[src/rtl/core/lru_key_value_cache_macros.svh]
// Assertion macros shared by the LRU key/value cache RTL.
// Depends on a clock named clk and an active-low reset named arst_n in the using scope.
`ifndef LRU_KEY_VALUE_CACHE_MACROS_SVH
`define LRU_KEY_VALUE_CACHE_MACROS_SVH
`ifndef SYNTHESIS
// Checks a condition at every clock edge outside reset.
`define LKV_ASSERT(label, expr, msg) \
	label: assert property (@(posedge clk) disable iff (!arst_n) (expr)) else $error(msg);
// Checks that a condition in one cycle implies another in the next cycle.
`define LKV_ASSERT_NEXT(label, ante, cons, msg) \
	label: assert property (@(posedge clk) disable iff (!arst_n) (ante) |=> (cons)) \
		else $error(msg);
`else
`define LKV_ASSERT(label, expr, msg)
`define LKV_ASSERT_NEXT(label, ante, cons, msg)
`endif
`endif

[src/rtl/core/lkv_pkg.sv]
// Shared constants and types of the LRU key/value cache.
// No dependencies; every module of the block and its testbench import this package.
`default_nettype none
package lkv_pkg;
	localparam int MaxEntries = 16;
	localparam int KeyW = 32;
	localparam int ValW = 32;
	localparam int CapW = 5;
	localparam int OccW = $clog2(MaxEntries + 1);
	localparam int CmpW = (OccW > CapW) ? OccW : CapW;
	localparam int PAddrW = 2;
	localparam int PDataW = 32;
	localparam logic [CapW-1:0] CapReset = CapW'(16);
	localparam logic [PAddrW-1:0] AddrCapacity = PAddrW'(0);

	// One entry of the recency row.
	typedef struct packed {
		logic            valid;
		logic [KeyW-1:0] key;
		logic [ValW-1:0] value;
	} entry_t;

	// Command from the controller to the row of cells.
	typedef struct packed {
		logic [MaxEntries-1:0] shift;
		logic                  hit;
	} cmd_t;
endpackage
`default_nettype wire

[src/rtl/core/lkv_cell.sv]
// One recency position of the LRU row: holds an entry and compares it to the probe key.
// Depends on lkv_pkg.
`default_nettype none
module lkv_cell import lkv_pkg::*; (
	input  logic            clk,
	input  logic            arst_n,
	input  logic            shift,
	input  entry_t          entry_in,
	input  logic [KeyW-1:0] probe_key,
	output entry_t          entry,
	output logic            match
);
	logic            valid_q;
	logic [KeyW-1:0] key_q;
	logic [ValW-1:0] value_q;

	always_ff @(posedge clk or negedge arst_n) begin
		if (!arst_n) begin
			valid_q <= 1'b0;
		end else if (shift) begin
			valid_q <= entry_in.valid;
		end
	end

	always_ff @(posedge clk) begin
		if (shift) begin
			key_q   <= entry_in.key;
			value_q <= entry_in.value;
		end
	end

	assign entry = '{valid: valid_q, key: key_q, value: value_q};
	assign match = valid_q && (key_q == probe_key);
endmodule
`default_nettype wire

[src/rtl/core/lkv_ctrl.sv]
// Controller of the LRU row: picks the hit entry, builds the shift mask and tracks occupancy.
// Depends on lkv_pkg and lru_key_value_cache_macros.svh.
`default_nettype none
`include "lru_key_value_cache_macros.svh"
module lkv_ctrl import lkv_pkg::*; (
	input  logic                  clk,
	input  logic                  arst_n,
	input  logic [CapW-1:0]       cap,
	input  logic                  req_valid,
	input  logic                  req_put,
	input  logic [KeyW-1:0]       req_key,
	input  logic [ValW-1:0]       req_value,
	input  entry_t [MaxEntries-1:0] entries,
	input  logic [MaxEntries-1:0] match,
	output cmd_t                  cmd,
	output entry_t                head,
	output logic [ValW-1:0]       rd_value
);
	logic [OccW-1:0]       occ_q;
	logic [OccW-1:0]       occ_inc;
	logic                  hit;
	logic                  full;
	logic                  fill;
	logic [CmpW-1:0]       eff_cap;
	logic [KeyW-1:0]       sel_key;
	logic [ValW-1:0]       sel_value;
	logic [MaxEntries-1:0] hit_mask;
	logic [MaxEntries-1:0] miss_mask;

	assign hit = |match;

	// Keys in the row are unique, so the match vector selects at most one entry.
	always_comb begin
		sel_key   = '0;
		sel_value = '0;
		for (int i = 0; i < MaxEntries; i++) begin
			sel_key   = sel_key | (entries[i].key & {KeyW{match[i]}});
			sel_value = sel_value | (entries[i].value & {ValW{match[i]}});
		end
	end

	// A capacity of zero acts as one; one above the row length saturates.
	always_comb begin
		eff_cap = CmpW'(cap);
		if (eff_cap == '0) begin
			eff_cap = CmpW'(1);
		end else if (eff_cap > CmpW'(MaxEntries)) begin
			eff_cap = CmpW'(MaxEntries);
		end
	end

	assign full = CmpW'(occ_q) >= eff_cap;

	// A put miss below capacity fills the first free position and grows the occupancy.
	assign fill    = req_valid && req_put && !hit && !full;
	assign occ_inc = occ_q + OccW'(1);

	// A hit shifts every position up to the hit; a miss shifts up to the last valid
	// entry when full (evicting it) or up to the first free position otherwise.
	for (genvar i = 0; i < MaxEntries; i++) begin : g_mask
		assign hit_mask[i]  = |match[MaxEntries-1:i];
		assign miss_mask[i] = full ? (OccW'(i) < occ_q) : (OccW'(i) <= occ_q);
	end

	always_comb begin
		cmd.hit = hit;
		if (!req_valid) begin
			cmd.shift = '0;
		end else if (hit) begin
			cmd.shift = hit_mask;
		end else if (req_put) begin
			cmd.shift = miss_mask;
		end else begin
			cmd.shift = '0;
		end
	end

	always_comb begin
		head.valid = 1'b1;
		if (hit) begin
			head.key   = sel_key;
			head.value = req_put ? req_value : sel_value;
		end else begin
			head.key   = req_key;
			head.value = req_value;
		end
	end

	assign rd_value = (hit && !req_put) ? sel_value : '0;

	always_ff @(posedge clk or negedge arst_n) begin
		if (!arst_n) begin
			occ_q <= '0;
		end else if (fill) begin
			occ_q <= occ_inc;
		end
	end

	`LKV_ASSERT(a_match_onehot, $onehot0(match), "more than one cell matches the key")
	`LKV_ASSERT(a_occ_bound, occ_q <= OccW'(MaxEntries), "occupancy exceeds the row length")
	`LKV_ASSERT_NEXT(a_occ_grow, fill, occ_q == $past(occ_inc), "occupancy did not grow on a fill")
	`LKV_ASSERT_NEXT(a_occ_hold, req_valid && hit, occ_q == $past(occ_q), "a hit changed occupancy")
endmodule
`default_nettype wire

[src/rtl/core/lru_key_value_cache.sv]
// Top level of the LRU key/value cache: request stage, capacity register, row of cells.
// Depends on lkv_pkg, lkv_cell and lkv_ctrl.
//
// A fully associative key/value cache with least-recently-used replacement. A transaction
// is accepted at a rising edge where start is high and busy is low; busy stays low, so
// one get or put can be issued in every cycle. The accepted request is registered, then
// compared against all valid entries in parallel during the following cycle, and the row
// of cells performs its move-to-front at the end of that cycle. The result is shown on
// hit and read_value for exactly one cycle, flagged by done, out of the result register.
// The receiver cannot stall the block, so the result must be captured in that cycle.
// Sustained rate is one transaction per cycle; the cell row updates at the end of each
// compare cycle, so each lookup sees the row as the previous transaction left it.
// A get hit returns the stored value and makes the entry most recent; a put hit overwrites
// the value and makes it most recent; a put miss inserts the entry as most recent, evicting
// the least recent entry once occupancy reaches the capacity register. Gets that miss and
// all puts return zero on read_value. The capacity register lies at byte address zero of
// the APB port; zero acts as one and values above sixteen act as sixteen. Lowering it
// below the occupancy keeps every entry; each put miss then replaces the least recent one.
// Write the capacity only while no transaction is in flight.
`default_nettype none
module lru_key_value_cache import lkv_pkg::*; (
	input  logic                     clk,
	input  logic                     arst_n,
	input  logic                     start,
	output logic                     busy,
	input  logic                     action,
	input  logic signed [KeyW-1:0]   key,
	input  logic signed [ValW-1:0]   write_value,
	output logic                     done,
	output logic                     hit,
	output logic signed [ValW-1:0]   read_value,
	input  logic                     psel,
	input  logic                     penable,
	input  logic                     pwrite,
	input  logic [PAddrW-1:0]        paddr,
	input  logic [PDataW-1:0]        pwdata,
	output logic [PDataW-1:0]        prdata,
	output logic                     pready
);
	logic                  valid_s1;
	logic                  put_s1;
	logic [KeyW-1:0]       key_s1;
	logic [ValW-1:0]       value_s1;
	logic [CapW-1:0]       cap_q;
	logic                  done_q;
	logic                  hit_q;
	logic [ValW-1:0]       read_value_q;
	entry_t [MaxEntries-1:0] entries;
	logic [MaxEntries-1:0] match;
	cmd_t                  cmd;
	entry_t                head;
	logic [ValW-1:0]       rd_value;

	// The block takes a new request in every cycle.
	assign busy   = 1'b0;
	assign pready = 1'b1;

	// Capacity register; written on the access phase of an APB write.
	always_ff @(posedge clk or negedge arst_n) begin
		if (!arst_n) begin
			cap_q <= CapReset;
		end else if (psel && penable && pwrite && pready && (paddr == AddrCapacity)) begin
			cap_q <= pwdata[CapW-1:0];
		end
	end

	assign prdata = (paddr == AddrCapacity) ? PDataW'(cap_q) : '0;

	// Request stage.
	always_ff @(posedge clk or negedge arst_n) begin
		if (!arst_n) begin
			valid_s1 <= 1'b0;
		end else begin
			valid_s1 <= start && !busy;
		end
	end

	always_ff @(posedge clk) begin
		if (start && !busy) begin
			put_s1   <= action;
			key_s1   <= $unsigned(key);
			value_s1 <= $unsigned(write_value);
		end
	end

	// Row of cells: position zero is most recent, each cell loads from its left neighbor.
	for (genvar i = 0; i < MaxEntries; i++) begin : g_cell
		entry_t cell_in;
		if (i == 0) begin : g_head
			assign cell_in = head;
		end else begin : g_link
			assign cell_in = entries[i-1];
		end
		lkv_cell u_cell (
			.clk       (clk),
			.arst_n    (arst_n),
			.shift     (cmd.shift[i]),
			.entry_in  (cell_in),
			.probe_key (key_s1),
			.entry     (entries[i]),
			.match     (match[i])
		);
	end

	lkv_ctrl u_ctrl (
		.clk       (clk),
		.arst_n    (arst_n),
		.cap       (cap_q),
		.req_valid (valid_s1),
		.req_put   (put_s1),
		.req_key   (key_s1),
		.req_value (value_s1),
		.entries   (entries),
		.match     (match),
		.cmd       (cmd),
		.head      (head),
		.rd_value  (rd_value)
	);

	// Result register; the result strobe lasts one cycle.
	always_ff @(posedge clk or negedge arst_n) begin
		if (!arst_n) begin
			done_q <= 1'b0;
		end else begin
			done_q <= valid_s1;
		end
	end

	always_ff @(posedge clk) begin
		if (valid_s1) begin
			hit_q        <= cmd.hit;
			read_value_q <= rd_value;
		end
	end

	assign done       = done_q;
	assign hit        = hit_q;
	assign read_value = $signed(read_value_q);
endmodule
`default_nettype wire

[config.mk]
export PLATFORM = sky130hd
export DESIGN_NAME = lru_key_value_cache
export DESIGN_NICKNAME = d
export VERILOG_FILES = /design/src/rtl/core/lkv_pkg.sv /design/src/rtl/core/lkv_cell.sv /design/src/rtl/core/lkv_ctrl.sv /design/src/rtl/core/lru_key_value_cache.sv
export VERILOG_INCLUDE_DIRS = /design/src /design/src/rtl/core
export SDC_FILE = /design/constraint.sdc
export NUM_CORES = 1
export LEC_CHECK = 0
export ABC_CLOCK_PERIOD_IN_PS = 4400
export BUFFER_PORTS_ARGS = -buffer_cell sky130_fd_sc_hd__buf_2
export CAP_MARGIN = 5
export CORE_MARGIN = 8
export CORE_UTILIZATION = 55
export DETAILED_ROUTE_END_ITERATION = 8
export MAX_ROUTING_LAYER = met4
export PLACE_DENSITY = 0.84
export SYNTH_ARGS = -nofsm -noshare
export SYNTH_HDL_FRONTEND = slang
export SYNTH_SLANG_ARGS = --single-unit
[constraint.sdc]
create_clock -name clk -period 4.4 [get_ports clk]
set_clock_uncertainty 0.2 [all_clocks]
set_input_delay 0.22 -clock clk [delete_from_list [all_inputs] [get_ports clk]]
set_output_delay 0.22 -clock clk [all_outputs]
set_load 0.02 [all_outputs]
==> results.md <==
* Outcome: complete, no violations
* Max-cap violations at 0
* Number of vias per cell at 6.35
* Number of buffers created by CTS at roughly 110
* First-pass iteration count of the detailed router at 6
* Vias in the first global route at 26,687
* DIE AREA at 0.0928 mm²
* Setup Slack @ Placement at 0.324 ns
* Number of setup violations in the final report at 0
* Reg2reg end: g_cell[2].u_cell.value_q[1]
* Number of primary I/O pins at 173
* CP Capture Type: register
* Critical path data required time at about 4.6 ns
* Measured slew at the worst slew-check pin at 0.720 ns
* Worst reg2reg setup slack at 0.16 ns
* Path class of the lowest-slack min-delay path: in2reg
* WL final at 115 mm
* Worst path arrival time at 4.40 ns
* Startpoint Class: register
* Number of distinct library cells after synthesis at between 50 and 60
* DP Cell Count at between 3,000 and 4,000
* Worst hold start: key[23]
* Worst Setup Slack, final at 0.162 ns
* Core area at 0.0830 mm²
* Cell types with the largest area share after synthesis: sky130_fd_sc_hd__edfxtp_1 74%, sky130_fd_sc_hd__xor2_1 8.4%, sky130_fd_sc_hd__a22o_1 1.9%
* Overall die width at 305 µm
* Ratio of cells with drive above 1 in the final layout at 0.170
* Overall Global Routing Usage at 0.250
* Count of flip-flops with a built-in enable after synthesis at 1,122
* Pin count of the biggest net entering global routing at between 40 and 50
* CTS tree: yes
* Type of the setup path with the least slack: reg2reg
* Half-perimeter wire length after placement at 71.2 mm
* Number of buffers added for setup after CTS at 0
* Top_reg_cell synth: sky130_fd_sc_hd__edfxtp_1
* Routability congestion estimate from global placement at 0.926
* Number of antenna cells inserted at 0
* Per-instance average area after synthesis at 18.0 µm²
* Post-synthesis instance total at 2,544
* Setup repair after global routing missed its margin: false
* Drt drc at 0
* Fmax at 236 MHz
* Synth warn at 0
* Worst hold path cell count at 2
* Clock slew at reported path FFs at 0.06 ns
* Final Net Count at 2,932
* Initial detailed-routing violation count at 3,222
* Number of antenna violations at the first check in global routing at 0
* Seq/Total Area, Yosys at 0.751
* Register-to-Register Path Depth at 9
* Worst reg2reg path startpoint: key_s1[30]
* Vertical die dimension at 305 µm
* Hold endpoint: key_s1[23]
* Most frequent cells in the layout: 1,122 x sky130_fd_sc_hd__edfxtp_1, 437 x sky130_fd_sc_hd__xor2_1, 115 x sky130_fd_sc_hd__buf_2
* First-pass GRT wire length at around 170 mm
* Antenna-violating nets left at 0
* Maximum resistive drop on vdd at around 330 µV
* Non-filler instance count after layout at 3,989
* Quantity of I/O buffers inserted on ports at 116
* Leak at ~18 nW
* Detailed-route wire length per cell at 28.9 µm
* Async S/R FF share, synth at 0.0243
* Flops & latches, synth at 1,150
* Root Buffer Master: sky130_fd_sc_hd__clkbuf_16
* Worst Hold Margin at 0.0412 ns
* Clock insertion delay at the later pin of the skew report at 0.69 ns
* Part of the cycle the worst path needs at 0.963
* Top cell type by total area after synthesis: sky130_fd_sc_hd__edfxtp_1
* Clock Sink Count at about 1,200
* Total power divided by cell area at 516 mW/mm²
* Count of final hold-check violations at 0
* Top-area cell type share of the netlist area at 0.736
* Commonest non-fill, non-tap cell in the layout: sky130_fd_sc_hd__edfxtp_1
* Total standard cell area after synthesis at 0.0458 mm²
* Synth-to-layout area growth at 14.8%
* Post-layout minimum cycle time at 4.24 ns
* Critical Path Fanout Max at 33
* Total grt overflow at 0
* H-Tree Depth at 3
* Slew Limit Fails at 0
* Setup TNS at 0 ns
* Quantity of gates resized following cts at 0
* Remaining max-slew budget at the tightest pin at 0.520
* Maximum count of clock buffers along a single path at 3
* Starting density of the core at 0.552
* Vias post-DR at 25,341
* Filler cell count in the final layout at 5,300
* Total number of placement rows at 106
==> power breakdown <==
| part | switching (W) | total [W] | internal [W] |
|---|---|---|---|
| Combinational | 0.00202 | 0.00305 | 0.00103 |
| Clock | 0.00413 | 0.00940 | 0.00527 |
| Sequential | 0.000862 | 0.0147 | 0.0138 |
| Total | 0.00701 | 0.0271 | 0.0201 |
==> logic make-up after synthesis <==
family	synth area share
adders and majority gates	0.00219
AOI/OAI and AO/OA	0.0736
muxes	0.00516
and+or+nand+nor	0.0414
DFF	0.751
buffers and inverters	0.0279
other	0.000164
xor gates and xnor gates	0.0987
==> cells in the mapped netlist (all sizes together) (19+ instances only) <==
| master | n |
|---|---|
| nor3 | 27 |
| a21o | 36 |
| xor2 | 437 |
| and3 | 33 |
| clkbuf | 57 |
| nand2 | 31 |
| a22o | 97 |
| mux2 | 19 |
| edfxtp | 1122 |
| nand4 | 34 |
| dfrtp | 27 |
| a31oi | 33 |
| nand3 | 21 |
| xnor2 | 79 |
| a221oi | 96 |
| a22oi | 64 |
| buf | 129 |
| nor4 | 116 |
==> per-layer routing <==
metal,wire [µm],track usage,share of wire
met1,40300,0.305,0.35
met2,54900,0.400,0.48
met3,13800,0.0538,0.12
met4,6550,0.123,0.057
met5,0,-,0
==> cell type report <==
type                            count  area (µm²)  share of cell area
Multi-Input combinational cell   1229       10400               0.197
Tap cell                         1080        1350              0.0257
Sequential cell                  1150       34400               0.654
Clock buffer                      135        2840              0.0541
Inverter                            6        22.5            0.000428
Timing Repair Buffer              324        2890              0.0550
Clock inverter                     65         699              0.0133
==> worst max-delay path by stage <==
stage,start,endpoint,slack (ns),cells after the start
4_1_cts,key_s1[24],g_cell[1].u_cell.value_q[1],0.26,10
6_report,key_s1[30],g_cell[2].u_cell.value_q[1],0.16,9
3_3_place_gp,key_s1[24],g_cell[1].u_cell.value_q[19],0.39,10
3_5_place_dp,key_s1[24],g_cell[1].u_cell.value_q[18],0.32,10
2_1_floorplan,key_s1[17],g_cell[13].u_cell.valid_q,-0.08,12
5_1_grt,key_s1[24],g_cell[1].u_cell.value_q[1],0.05,12
==> critical path, cell delays in order, from the launching register on <==
cell                       delay, ns
sky130_fd_sc_hd__edfxtp_1       0.53
sky130_fd_sc_hd__buf_4          0.23
sky130_fd_sc_hd__xor2_1         0.16
sky130_fd_sc_hd__nor4_1         0.31
sky130_fd_sc_hd__nand4_1        0.29
sky130_fd_sc_hd__nor4_4         0.42
sky130_fd_sc_hd__buf_4          0.61
sky130_fd_sc_hd__nor3_1         0.26
sky130_fd_sc_hd__a21oi_4        0.53
sky130_fd_sc_hd__buf_4          0.31
==> sequential cells by signal, summed over array words and instances, names as in the netlist, 5 cells and up <==
register and count:
read_value 32, g_cell.u_cell.key_q 512, cap_q 5, value_s1 32, g_cell.u_cell.valid_q 16, key_s1 32, g_cell.u_cell.value_q 512, u_ctrl.occ_q 5
==> through the flow <==
stage                      util  cell area (µm²)  power [W]
after floorplan               -            45900     0.0163
after global placement    0.581            48200     0.0176
after detailed placement  0.581            48200     0.0177
after CTS                 0.633            52600     0.0271
after global routing      0.633            52600     0.0279
final                     0.633            52600     0.0271
==> timing repair <==
action / in CTS / in global routing
endpoints found under the hold margin: 137 / 0
endpoints found under the setup margin: 0 / 0
hold buffers: 79 / 0
No activity file was read; power rests on OpenSTA's default activity.
